`config.mk`:
```
export PLATFORM = sky130hd
export DESIGN_NAME = optical_flow_zero_motion_detect_unit
export DESIGN_NICKNAME = d
export VERILOG_FILES = /design/src/sv/ozmd_pkg.sv /design/src/sv/optical_flow_zero_motion_detect_unit.sv /design/src/sv/ozmd_mul.sv /design/src/sv/ozmd_sqrt.sv
export SDC_FILE = /design/constraint.sdc
export NUM_CORES = 2
export LEC_CHECK = 0
export BUFFER_PORTS_ARGS = -buffer_cell sky130_fd_sc_hd__buf_2
export CAP_MARGIN = 20
export CORE_MARGIN = 2
export CORE_UTILIZATION = 50
export DETAILED_ROUTE_END_ITERATION = 12
export PLACE_DENSITY = 0.66
export SYNTH_ARGS = -nofsm -noshare
export SYNTH_HDL_FRONTEND = slang
export SYNTH_SLANG_ARGS = --single-unit
```
`constraint.sdc`:
```
create_clock -name clk -period 10.7 [get_ports clk]
set_input_delay 1.07 -clock clk [delete_from_list [all_inputs] [get_ports clk]]
set_output_delay 1.07 -clock clk [all_outputs]
set_load 0.005 [all_outputs]
```
`src/sv/ozmd_pkg.sv`:
```
// Shared types and constants for the optical-flow zero-motion detector.
// No dependencies; imported by every module of the block.
package ozmd_pkg;

  // Field widths
  localparam int unsigned FLOW_W   = 16;
  localparam int unsigned FRAME_W  = 16;
  localparam int unsigned GAIN_W   = 16;
  localparam int unsigned RATE_W   = 10;
  localparam int unsigned FOCAL_W  = 13;
  localparam int unsigned FSUM_W   = FOCAL_W + 1;
  localparam int unsigned CNT_W    = 11;
  localparam int unsigned SUM_W    = 26;
  localparam int unsigned CFG_W    = 16;
  localparam int unsigned CFG_IDX_W = 2;

  // Square sum and root widths
  localparam int unsigned SQ_W     = 32;
  localparam int unsigned ROOT_W   = SQ_W / 2;
  localparam int unsigned ROOT_CNT_W = $clog2(ROOT_W);

  // Shared multiplier operand and product widths
  localparam int unsigned MUL_A_W  = SUM_W;
  localparam int unsigned MUL_B_W  = 16;
  localparam int unsigned MUL_P_W  = MUL_A_W + MUL_B_W;

  // Decision compare widths
  localparam int unsigned LHS_W    = SUM_W + FSUM_W;
  localparam int unsigned GRATE_W  = GAIN_W + RATE_W;
  localparam int unsigned RHS_W    = GRATE_W + CNT_W + 4;

  // Limits
  localparam int unsigned MAX_FEATURES = 1024;
  localparam int unsigned MIN_VALID    = 10;
  localparam logic [CNT_W-1:0] COUNT_CAP =
    CNT_W'((MAX_FEATURES < 2047) ? MAX_FEATURES : 2047);
  localparam logic [SUM_W-1:0] SUM_MAX = {SUM_W{1'b1}};

  // Reset values of the configuration registers
  localparam logic [GAIN_W-1:0]  GAIN_RST  = GAIN_W'(179);
  localparam logic [RATE_W-1:0]  RATE_RST  = RATE_W'(20);
  localparam logic [FOCAL_W-1:0] FOCAL_RST = FOCAL_W'(460);

  // Configuration register indexes
  typedef enum logic [CFG_IDX_W-1:0] {
    CFG_GAIN    = 2'd0,
    CFG_RATE    = 2'd1,
    CFG_FOCAL_U = 2'd2,
    CFG_FOCAL_V = 2'd3
  } cfg_idx_t;

  // Control and status between sequencer and root unit
  typedef struct packed {
    logic            start;
    logic [SQ_W-1:0] radicand;
  } sqrt_req_t;

  typedef struct packed {
    logic              done;
    logic [ROOT_W-1:0] root;
  } sqrt_rsp_t;

endpackage

```
`src/sv/optical_flow_zero_motion_detect_unit.sv`:
```
// Top level of the optical-flow zero-motion detector: sequencer, state, config.
// Depends on ozmd_pkg, ozmd_mul (shared multiplier) and ozmd_sqrt (root unit).
//
// Usage:
//   Input: present one feature's flow (in_flow_x, in_flow_y, Q4.12), the
//   last-in-frame mark and the frame number, and raise start. The transaction
//   is taken at a clock edge with start high and busy low; busy then stays
//   high until the item is done.
//   A zero flow vector without the last mark leaves the block idle, busy low. A
//   nonzero vector is squared and added on the shared multiplier, then goes to
//   the square-root unit, which retires two radicand bits per cycle and hands
//   back the registered root. The last item of a frame adds three products on
//   the shared multiplier and one compare.
//   Output: on the last item of a frame, out_strobe is high for exactly one
//   cycle with out_is_still, out_valid_features and out_norm_total. The
//   receiver cannot stall; each result is taken in its strobe cycle.
//   Configuration: cfg_we with cfg_index and cfg_wdata writes the addressed
//   register; write only while busy is low.
//   Reset (synchronous, rst_n low): sum and count clear, registers return to
//   gain 179, rate 20, focal lengths 460, and the block is idle.
module optical_flow_zero_motion_detect_unit (
  input  logic                           clk,
  input  logic                           rst_n,
  input  logic                           start,
  output logic                           busy,
  input  logic signed [ozmd_pkg::FLOW_W-1:0]  in_flow_x,
  input  logic signed [ozmd_pkg::FLOW_W-1:0]  in_flow_y,
  input  logic                           in_last_in_frame,
  input  logic [ozmd_pkg::FRAME_W-1:0]   in_frame_number,
  output logic                           out_strobe,
  output logic                           out_is_still,
  output logic [ozmd_pkg::CNT_W-1:0]     out_valid_features,
  output logic [ozmd_pkg::SUM_W-1:0]     out_norm_total,
  input  logic                           cfg_we,
  input  logic [ozmd_pkg::CFG_IDX_W-1:0] cfg_index,
  input  logic [ozmd_pkg::CFG_W-1:0]     cfg_wdata
);
  import ozmd_pkg::*;

  typedef enum logic [3:0] {
    ST_IDLE,
    ST_MULX,
    ST_MULY,
    ST_ADDSQ,
    ST_ROOT,
    ST_DEC_L,
    ST_DEC_G,
    ST_DEC_C,
    ST_DEC_R
  } state_t;

  state_t               state_r,   state_nxt;
  logic [FLOW_W-1:0]    ax_r,      ax_nxt;
  logic [FLOW_W-1:0]    ay_r,      ay_nxt;
  logic                 last_r,    last_nxt;
  logic                 fgt1_r,    fgt1_nxt;
  logic [SQ_W-1:0]      sq_r,      sq_nxt;
  logic [LHS_W-1:0]     lhs_r,     lhs_nxt;
  logic [SUM_W-1:0]     acc_r,     acc_nxt;
  logic [CNT_W-1:0]     cnt_r,     cnt_nxt;
  logic [GAIN_W-1:0]    gain_r,    gain_nxt;
  logic [RATE_W-1:0]    rate_r,    rate_nxt;
  logic [FOCAL_W-1:0]   fu_r,      fu_nxt;
  logic [FOCAL_W-1:0]   fv_r,      fv_nxt;
  logic                 strobe_r,  strobe_nxt;
  logic                 still_r,   still_nxt;
  logic [CNT_W-1:0]     ocnt_r,    ocnt_nxt;
  logic [SUM_W-1:0]     osum_r,    osum_nxt;

  logic                 accept;
  logic                 mul_en;
  logic [MUL_A_W-1:0]   mul_a;
  logic [MUL_B_W-1:0]   mul_b;
  logic [MUL_P_W-1:0]   mul_p;
  sqrt_req_t            sq_req;
  sqrt_rsp_t            sq_rsp;
  logic [SUM_W:0]       acc_sum;
  logic [RHS_W-1:0]     rhs;
  logic                 still_dec;

  ozmd_mul u_mul (
    .clk  (clk),
    .en   (mul_en),
    .op_a (mul_a),
    .op_b (mul_b),
    .prod (mul_p)
  );

  ozmd_sqrt u_sqrt (
    .clk   (clk),
    .rst_n (rst_n),
    .req   (sq_req),
    .rsp   (sq_rsp)
  );

  assign accept = start && (state_r == ST_IDLE);
  assign busy   = (state_r != ST_IDLE);

  // Saturating norm sum and decision compare
  assign acc_sum   = (SUM_W+1)'(acc_r) + (SUM_W+1)'(sq_rsp.root);
  assign rhs       = {mul_p[RHS_W-5:0], 4'b0000};
  assign still_dec = (RHS_W'(lhs_r) < rhs) && fgt1_r
                     && (cnt_r > CNT_W'(MIN_VALID));

  // Select operands for the shared multiplier
  always_comb begin
    mul_en = 1'b0;
    mul_a  = '0;
    mul_b  = '0;
    unique case (state_r)
      ST_MULX: begin
        mul_en = 1'b1;
        mul_a  = MUL_A_W'(ax_r);
        mul_b  = ax_r;
      end
      ST_MULY: begin
        mul_en = 1'b1;
        mul_a  = MUL_A_W'(ay_r);
        mul_b  = ay_r;
      end
      ST_DEC_L: begin
        mul_en = 1'b1;
        mul_a  = acc_r;
        mul_b  = MUL_B_W'(FSUM_W'(fu_r) + FSUM_W'(fv_r));
      end
      ST_DEC_G: begin
        mul_en = 1'b1;
        mul_a  = MUL_A_W'(gain_r);
        mul_b  = MUL_B_W'(rate_r);
      end
      ST_DEC_C: begin
        mul_en = 1'b1;
        mul_a  = mul_p[GRATE_W-1:0];
        mul_b  = MUL_B_W'(cnt_r);
      end
      default: begin
        mul_en = 1'b0;
      end
    endcase
  end

  // Sequence one transaction; write configuration
  always_comb begin
    state_nxt  = state_r;
    ax_nxt     = ax_r;
    ay_nxt     = ay_r;
    last_nxt   = last_r;
    fgt1_nxt   = fgt1_r;
    sq_nxt     = sq_r;
    lhs_nxt    = lhs_r;
    acc_nxt    = acc_r;
    cnt_nxt    = cnt_r;
    gain_nxt   = gain_r;
    rate_nxt   = rate_r;
    fu_nxt     = fu_r;
    fv_nxt     = fv_r;
    strobe_nxt = 1'b0;
    still_nxt  = still_r;
    ocnt_nxt   = ocnt_r;
    osum_nxt   = osum_r;
    sq_req.start    = 1'b0;
    sq_req.radicand = sq_r + SQ_W'(mul_p);

    if (cfg_we) begin
      unique case (cfg_idx_t'(cfg_index))
        CFG_GAIN:    gain_nxt = cfg_wdata[GAIN_W-1:0];
        CFG_RATE:    rate_nxt = cfg_wdata[RATE_W-1:0];
        CFG_FOCAL_U: fu_nxt   = cfg_wdata[FOCAL_W-1:0];
        CFG_FOCAL_V: fv_nxt   = cfg_wdata[FOCAL_W-1:0];
        default:     gain_nxt = gain_r;
      endcase
    end

    unique case (state_r)
      ST_IDLE: begin
        if (accept) begin
          ax_nxt   = in_flow_x[FLOW_W-1] ? FLOW_W'(-in_flow_x) : in_flow_x;
          ay_nxt   = in_flow_y[FLOW_W-1] ? FLOW_W'(-in_flow_y) : in_flow_y;
          last_nxt = in_last_in_frame;
          fgt1_nxt = (in_frame_number > FRAME_W'(1));
          if ((in_flow_x != '0) || (in_flow_y != '0)) begin
            state_nxt = ST_MULX;
          end else if (in_last_in_frame) begin
            state_nxt = ST_DEC_L;
          end
        end
      end
      ST_MULX: begin
        state_nxt = ST_MULY;
      end
      ST_MULY: begin
        sq_nxt    = SQ_W'(mul_p);
        state_nxt = ST_ADDSQ;
      end
      ST_ADDSQ: begin
        sq_req.start = 1'b1;
        state_nxt    = ST_ROOT;
      end
      ST_ROOT: begin
        if (sq_rsp.done) begin
          acc_nxt = acc_sum[SUM_W] ? SUM_MAX : acc_sum[SUM_W-1:0];
          if (cnt_r < COUNT_CAP) begin
            cnt_nxt = cnt_r + 1'b1;
          end
          state_nxt = last_r ? ST_DEC_L : ST_IDLE;
        end
      end
      ST_DEC_L: begin
        state_nxt = ST_DEC_G;
      end
      ST_DEC_G: begin
        lhs_nxt   = mul_p[LHS_W-1:0];
        state_nxt = ST_DEC_C;
      end
      ST_DEC_C: begin
        state_nxt = ST_DEC_R;
      end
      ST_DEC_R: begin
        strobe_nxt = 1'b1;
        still_nxt  = still_dec;
        ocnt_nxt   = cnt_r;
        osum_nxt   = acc_r;
        acc_nxt    = '0;
        cnt_nxt    = '0;
        state_nxt  = ST_IDLE;
      end
      default: begin
        state_nxt = ST_IDLE;
      end
    endcase
  end

  // Hold state, configuration and registered outputs
  always_ff @(posedge clk) begin
    if (!rst_n) begin
      state_r  <= ST_IDLE;
      acc_r    <= '0;
      cnt_r    <= '0;
      gain_r   <= GAIN_RST;
      rate_r   <= RATE_RST;
      fu_r     <= FOCAL_RST;
      fv_r     <= FOCAL_RST;
      strobe_r <= 1'b0;
      still_r  <= 1'b0;
    end else begin
      state_r  <= state_nxt;
      acc_r    <= acc_nxt;
      cnt_r    <= cnt_nxt;
      gain_r   <= gain_nxt;
      rate_r   <= rate_nxt;
      fu_r     <= fu_nxt;
      fv_r     <= fv_nxt;
      strobe_r <= strobe_nxt;
      still_r  <= still_nxt;
    end
    ax_r   <= ax_nxt;
    ay_r   <= ay_nxt;
    last_r <= last_nxt;
    fgt1_r <= fgt1_nxt;
    sq_r   <= sq_nxt;
    lhs_r  <= lhs_nxt;
    ocnt_r <= ocnt_nxt;
    osum_r <= osum_nxt;
  end

  assign out_strobe         = strobe_r;
  assign out_is_still       = still_r;
  assign out_valid_features = ocnt_r;
  assign out_norm_total     = osum_r;

  // At most one result per transaction
  a_one_result: assert property (@(posedge clk) disable iff (!rst_n)
    out_strobe |=> !out_strobe)
    else $error("two results in a row");

  // The frame totals are cleared once a result goes out
  a_cleared: assert property (@(posedge clk) disable iff (!rst_n)
    out_strobe |-> ((acc_r == '0) && (cnt_r == '0)))
    else $error("sum or count not cleared after result");

  // The feature count never passes its cap
  a_cnt_cap: assert property (@(posedge clk) disable iff (!rst_n)
    cnt_r <= COUNT_CAP)
    else $error("valid count above cap");

  // The root unit only finishes while the sequencer waits for it
  a_root_wait: assert property (@(posedge clk) disable iff (!rst_n)
    sq_rsp.done |-> (state_r == ST_ROOT))
    else $error("root finished outside its wait state");

endmodule

```
`src/sv/ozmd_mul.sv`:
```
// Shared unsigned multiplier with a registered product.
// Depends on ozmd_pkg for operand and product widths.
module ozmd_mul (
  input  logic                         clk,
  input  logic                         en,
  input  logic [ozmd_pkg::MUL_A_W-1:0] op_a,
  input  logic [ozmd_pkg::MUL_B_W-1:0] op_b,
  output logic [ozmd_pkg::MUL_P_W-1:0] prod
);
  import ozmd_pkg::*;

  logic [MUL_P_W-1:0] prod_r;

  // Capture the product when the sequencer issues an operation
  always_ff @(posedge clk) begin
    if (en) begin
      prod_r <= MUL_P_W'(op_a) * MUL_P_W'(op_b);
    end
  end

  assign prod = prod_r;

endmodule

```
`src/sv/ozmd_sqrt.sv`:
```
// Iterative integer square root, two radicand bits per cycle.
// Depends on ozmd_pkg for widths and the request/response structs.
module ozmd_sqrt (
  input  logic                  clk,
  input  logic                  rst_n,
  input  ozmd_pkg::sqrt_req_t   req,
  output ozmd_pkg::sqrt_rsp_t   rsp
);
  import ozmd_pkg::*;

  logic                  run_r,  run_nxt;
  logic                  done_r, done_nxt;
  logic [ROOT_CNT_W-1:0] cnt_r,  cnt_nxt;
  logic [SQ_W-1:0]       rad_r,  rad_nxt;
  logic [ROOT_W:0]       rem_r,  rem_nxt;
  logic [ROOT_W-1:0]     root_r, root_nxt;
  logic [ROOT_W+2:0]     cand;
  logic [ROOT_W+2:0]     trial;

  // Bring down two bits and try to subtract 4*root+1
  always_comb begin
    cand     = {rem_r, rad_r[SQ_W-1 -: 2]};
    trial    = {1'b0, root_r, 2'b01};
    run_nxt  = run_r;
    done_nxt = 1'b0;
    cnt_nxt  = cnt_r;
    rad_nxt  = rad_r;
    rem_nxt  = rem_r;
    root_nxt = root_r;
    if (req.start) begin
      run_nxt  = 1'b1;
      cnt_nxt  = '0;
      rad_nxt  = req.radicand;
      rem_nxt  = '0;
      root_nxt = '0;
    end else if (run_r) begin
      rad_nxt = {rad_r[SQ_W-3:0], 2'b00};
      cnt_nxt = cnt_r + 1'b1;
      if (cand >= trial) begin
        rem_nxt  = (ROOT_W+1)'(cand - trial);
        root_nxt = {root_r[ROOT_W-2:0], 1'b1};
      end else begin
        rem_nxt  = (ROOT_W+1)'(cand);
        root_nxt = {root_r[ROOT_W-2:0], 1'b0};
      end
      if (cnt_r == ROOT_CNT_W'(ROOT_W - 1)) begin
        run_nxt  = 1'b0;
        done_nxt = 1'b1;
      end
    end
  end

  // Hold iteration state
  always_ff @(posedge clk) begin
    if (!rst_n) begin
      run_r  <= 1'b0;
      done_r <= 1'b0;
      cnt_r  <= '0;
    end else begin
      run_r  <= run_nxt;
      done_r <= done_nxt;
      cnt_r  <= cnt_nxt;
    end
    rad_r  <= rad_nxt;
    rem_r  <= rem_nxt;
    root_r <= root_nxt;
  end

  assign rsp.done = done_r;
  assign rsp.root = root_r;

  // A finished root never coincides with a running iteration
  a_done_idle: assert property (@(posedge clk) disable iff (!rst_n)
    done_r |-> !run_r)
    else $error("root done while still iterating");

  // A start always leads to a running iteration
  a_start_runs: assert property (@(posedge clk) disable iff (!rst_n)
    req.start |=> run_r)
    else $error("root unit did not start");

  // The step count only advances while running
  a_cnt_hold: assert property (@(posedge clk) disable iff (!rst_n)
    (!run_r && !req.start) |=> (cnt_r == $past(cnt_r)))
    else $error("root step count moved while idle");

endmodule

```
== Word-level counts from Yosys, hierarchy flattened ==
Cells that the tools add are included.
Widths: inputs -> output; s select.

* Register bits after elaboration: 349
* Output and inout port bits: 40
* Logic and storage cells: 107

* Add/sub/neg operators: 8
* Multiply operators: 1
* Magnitude comparators: 5
* Equality and inequality tests: 16
* Muxes and demuxes: 27
* Bitwise gates (word level): 2
* Reduce and logical (&&, ||, !) cells: 22

{| class="wikitable"
|+ Operators by type and width
! operator !! count
|-
| $pmux 26 s5 || 1
|-
| $pmux 16 s5 || 1
|-
| $mux 32 || 2
|-
| $mux 26 || 2
|-
| $pmux 26 s2 || 1
|-
| $lt 40x41->1 || 1
|-
| $mul 26x16->40 || 1
|-
| $add 32x32->32 || 1
|-
| $neg 16->16 || 2
|-
| $pmux 4 s8 || 1
|-
| $reduce_bool 16->1 || 2
|-
| $mux 15 || 2
|-
| $add 26x16->27 || 1
|-
| $mux 11 || 2
|-
| $pmux 11 s2 || 1
|-
| $ge 19x18->1 || 1
|-
| $mux 17 || 1
|-
| $sub 17x17->17 || 1
|-
| $eq 4x3->1 const B || 4
|-
| $gt 16x1->1 const B || 1
|-
| $mux 4 || 4
|-
| $add 13x13->14 || 1
|-
| $reduce_and 2->1 || 6
|-
| $add 11x1->11 const B || 1
|-
| other kinds (24) || 40
|}

== Depth between registers and ports, before layout ==
* Depth in word-level cells: 5
* Depth in mapped cells: 33
* Mapped depth without buffers: 32

== Modules after synthesis ==
A second synthesis with hierarchy kept.

* Cells, all modules: 3354
* Area, all modules: 32113.3 um2

{| class="wikitable"
|+ By module, submodules not included
! module !! times used !! cells each !! area an instance (um2)
|-
| ozmd_mul || 1 || 1627 || 14840.5
|-
| optical_flow_zero_motion_detect_unit || 1 || 1339 || 13242.7
|-
| ozmd_sqrt || 1 || 388 || 4030.1
|}

== Worst setup path before layout ==
Ideal clock, no wire load.

* Path kind: reg2reg
* Start: register state_r[2]
* End: register u_mul.prod_r[39] (netlist: u_mul.prod[39]), data pin
* Data arrival time: 8623 ps
* Required time: 10444 ps
* Path slack: 1821 ps
* Stages on the path, launching flop included: 28
* Buffers on the path: 3
* Clock period less this slack: 8879 ps
* Path through: dfxtp_1 -> buf_2 -> nand2b_1 -> clkbuf_1 -> nor2_1 -> a22oi_1 -> nand3_1 -> clkbuf_1 -> nand2_1 -> fa_1 -> inv_1 -> fa_1 -> fa_1 -> fa_1 -> fa_1 -> inv_1 -> fa_1 -> inv_1 -> ha_1 -> and3_1 -> and3_4 -> inv_2 -> o31a_4 -> o311ai_4 -> a21oi_2 -> a211oi_2 -> mux2i_1 -> and4_1

* Cells in the longest elaborated chain, start to end: 3
* Elaborated cells between the ends (all ways): 8
* Those cells by class: mul (1); eq/ne (5); mux (2)

{| class="wikitable"
|+ RTL lines
! element !! RTL line !! text
|-
| from (decl) || optical_flow_zero_motion_detect_unit.sv:52 || <nowiki>state_t state_r, state_nxt;</nowiki>
|-
| from (signal assigned) || optical_flow_zero_motion_detect_unit.sv:246 || <nowiki>state_r <= state_nxt;</nowiki>
|-
| $eq 4x3->1 (tied with other cells) || optical_flow_zero_motion_detect_unit.sv:110 || <nowiki>unique case (state_r)</nowiki>
|-
| $pmux 26 s5 or $pmux 16 s5 (tied branches) || optical_flow_zero_motion_detect_unit.sv:110 ||
|-
| $mul 26x16->40 (*) || ozmd_mul.sv:17 || <nowiki>prod_r <= MUL_P_W'(op_a) * MUL_P_W'(op_b);</nowiki>
|-
| to (signal assigned) || ozmd_mul.sv:17 ||
|-
| to (decl) || ozmd_mul.sv:12 || <nowiki>logic [MUL_P_W-1:0] prod_r;</nowiki>
|}

Mark *: on every way between the ends. The rest lies on a longest branch, timed or not.
A chain may end at the register's enable or synchronous reset.

== Worst setup path after layout ==
* Start: register fu_r[0]
* End: register u_mul.prod_r[39] (netlist: u_mul.prod[39]), data pin

* Cells in the longest elaborated chain, start to end: 3

{| class="wikitable"
|+ RTL lines
! element !! RTL line !! text
|-
| from (decl) || optical_flow_zero_motion_detect_unit.sv:63 || <nowiki>logic [FOCAL_W-1:0] fu_r, fu_nxt;</nowiki>
|-
| from (signal assigned) || optical_flow_zero_motion_detect_unit.sv:251 || <nowiki>fu_r <= fu_nxt;</nowiki>
|-
| $add 13x13->14 || optical_flow_zero_motion_detect_unit.sv:124 || <nowiki>mul_b = MUL_B_W'(FSUM_W'(fu_r) + FSUM_W'(fv_r));</nowiki>
|-
| $pmux 16 s5 || optical_flow_zero_motion_detect_unit.sv:110 ||
|-
| $mul 26x16->40 || ozmd_mul.sv:17 ||
|}

No other way between the ends.

==> metrics.md <==
| Metric | Value |
|---|---|
| Status | `finished clean` |
| Final Power | `4.780 mW` |
| Buffers on Ports | `109` |
| EDFF count, synth | `211` |
| Post-Syn Area | `30560 µm²` |
| Mapped Cells | `3207` |
| Router iterations before antenna repair | `6` |
| #FFs+latches synth | `345` |
| Final GP Congestion | `0.9893` |
| Drt first-iter violations | `1937` |
| WS Path Type | `reg2reg` |
| Cell mode on critical path | `fa_1` |
| Vias in the first global route | `24102` |
| Top cells by count, synth | `432 x inv_1, 411 x nand2_1, 336 x fa_1` |
| Io pins | `111` |
| Initial antenna violation count | `1` |
| Min-Delay Path Class | `reg2reg` |
| Setup crit start kind | `flop` |
| Seq/Total Area, Yosys | `0.2951` |
| Type of destination of the critical path | `flop` |
| Relative slew margins | `0.2424` |
| Setup repair bufs after CTS | `0` |
| Dominant cell type by area after synthesis | `fa_1` |
| Worst Path Max Fanout | `15` |
| GRT Total Usage | `0.2655` |
| Hold slack | `421.9 ps` |
| Place WS | `1339 ps` |
| Grt ovf | `0` |
| Crit share post-route | `0.8880` |
| FILL cells | `5366` |
| Vias per cell | `5.821` |
| H-tree Lvls | `2` |
| Netlist cell types | `80` |
| Top post-synthesis cells by area | `fa_1 22%, edfxtp_1 21%, ha_1 9.0%, dfxtp_1 8.8%, inv_1 5.3%` |
| Worst EP arrival | `9920 ps` |
| Setup TNS | `0 ps` |
| Top-count cell post-synth | `inv_1` |
| Peak supply drop | `0.1020 mV` |
| Antenna diode instance count | `0` |
| Max stage delay on crit path | `720 ps` |
| Root Buffer | `clkbuf_16` |
| Layout overhead on the synthesized area | `9.182%` |
| Fmax | `0.1052 GHz` |
| DRC violations left | `0` |
| Hold-fix buffers, CTS | `0` |
| CP required | `11120 ps` |
| DP Cell Count | `4033` |
| Placed wire-length estimate | `65.25 mm` |
| DR vias | `23919` |
| Initial Util | `0.5064` |
| PD cells | `143.2 nW/µm²` |
| Final #Nets | `3924` |
| Die area | `63120 µm²` |
| Die height | `251.2 µm` |
| Post-synth top area share | `0.2201` |
| Post-cts gate resize count | `0` |
| Worst Slack Setup Final | `1199 ps` |
| TritonCTS clock tree | `done` |
| Ratio of cells with drive above 1 in the final layout | `0.08687` |
| Avg Cell Area, Syn | `9.531 µm²` |
| Max-Cap Viols | `0` |
| Total CTS buffers | `40` |
| Core footprint | `60360 µm²` |
| RSZ-0062 raised after global routing | `no` |
| Post-route ant nets | `0` |
| Clock Skew | `21.73 ps` |
| First-pass GRT wire length | `130.8 mm` |
| CTS sink count | `345` |
| Worst-Margin Slew | `1136 ps` |
| Synthesis Warnings | `0` |
| Crit path time final | `9501 ps` |
| Row Count | `90` |
| Total Wirelength | `83.39 mm` |
| CP max stage cell | `o21a_1` |
| Worst-Skew Late Latency | `570 ps` |
| Final setup violation count | `0` |
| Non-Filler Instances | `4109` |
| Longest Clk Path Bufs | `3` |
| Die W | `251.2 µm` |
| Ys async rst share | `0` |
| Reg clk slew, reported paths | `50 ps` |
| WL/cell | `20.29 µm` |
| Ys flop type | `edfxtp_1` |
| Pins over their slew limit | `0` |
| Final Hold Viols | `0` |
| Largest net degree at the start of global routing | `66` |
| Leak | `14.56 nW` |
-- placed cells by master (no fill, tap or decap), types with 10 or more instances in the layout --
cell type,count
inv_1,431
nand2b_1,35
buf_4,40
nor4_1,12
buf_2,109
ha_1,221
mux2i_1,42
clkinv_2,10
a21o_1,58
or2_2,10
nand3_1,57
nand2_1,411
a22o_1,13
o21bai_1,17
or3_1,11
o31ai_1,13
clkbuf_16,40
a211oi_1,22
a22oi_1,49
a21oi_1,152
dfxtp_1,133
nor3_1,29
edfxtp_1,211
nor2_1,293
xnor2_1,90
xor2_1,40
conb_1,17
nor2b_1,27
fa_1,336
o21a_1,36
a31oi_1,23
nand4_1,20
o21ai_0,99
and3_1,16
o21ai_1,27
mux2_2,18
-- worst max-delay path: cells and delay by family (launching register included) --
| family | cells | cell delay, ps |
|---|---|---|
| flops | 1 | 310 |
| buf+inv | 2 | 130 |
| fa+ha+maj | 9 | 4300 |
| xor+xnor | 1 | 490 |
| compound gates | 11 | 2770 |
| simple gates | 5 | 1140 |
| mux | 1 | 220 |
-- layer usage --
layer  vias to the layer above  wire length [µm]  global-route usage
met5                         -                13                   0
met4                         2              2623             0.08520
met3                       166              6234             0.03769
met2                       902             39190              0.4372
met1                     11956             35320              0.3629
li1                      10893                 -                   -
-- flip-flops by register name, summed over array words and instances, names as in the netlist, 17 cells and up --
name,flops
u_mul.prod,40
lhs_r,36
sq_r,32
u_sqrt.rad_r,32
acc_r,26
out_norm_total,26
u_sqrt.rem_r,17
-- per-stage QoR --
stage | utilization | instance area [µm²]
after floorplan | - | 30620
after global placement | 0.5307 | 32030
after detailed placement | 0.5309 | 32040
after CTS | 0.5521 | 33320
after global routing | 0.5529 | 33370
final | 0.5529 | 33370
-- worst paths after layout --
kind / endpoint / start / cells past startpoint / slack, ps
min: lhs_r[37]$_DFFE_PN_ / u_mul.prod[37]$_DFFE_PP_ / 0 / 420
max reg2reg: u_mul.prod[39]$_DFFE_PP_ / fu_r[0]$_SDFFE_PN0P_ / 29 / 1200
max: u_mul.prod[39]$_DFFE_PP_ / fu_r[0]$_SDFFE_PN0P_ / 29 / 1200
min reg2reg: lhs_r[37]$_DFFE_PN_ / u_mul.prod[37]$_DFFE_PP_ / 0 / 420
-- power breakdown --
part / internal, mW / switching, mW / total [mW]
clock network: 0.779 / 0.560 / 1.34
logic: 0.671 / 1.09 / 1.76
registers: 1.57 / 0.112 / 1.68
total: 3.02 / 1.76 / 4.78
-- kinds of logic after synthesis --
family / share of synthesized area
simple gates: 0.1371
fa+ha+maj: 0.3105
xor+xnor: 0.03725
mux: 0.02039
compound gates: 0.1297
buf+inv: 0.06963
other cells: 0.0002457
flops: 0.2951
-- final cells by class --
cell class              count  area [µm²]  area share
inverters                 434        1629     0.04882
repair buffers            153       903.4     0.02707
clock buffers              50        1099     0.03292
flip-flops and latches    345        9020      0.2703
clock inverters            23       183.9    0.005512
multi-input cells        2322       19560      0.5861
well taps                 782       978.4     0.02932
Power figures use the tool's default switching activity.
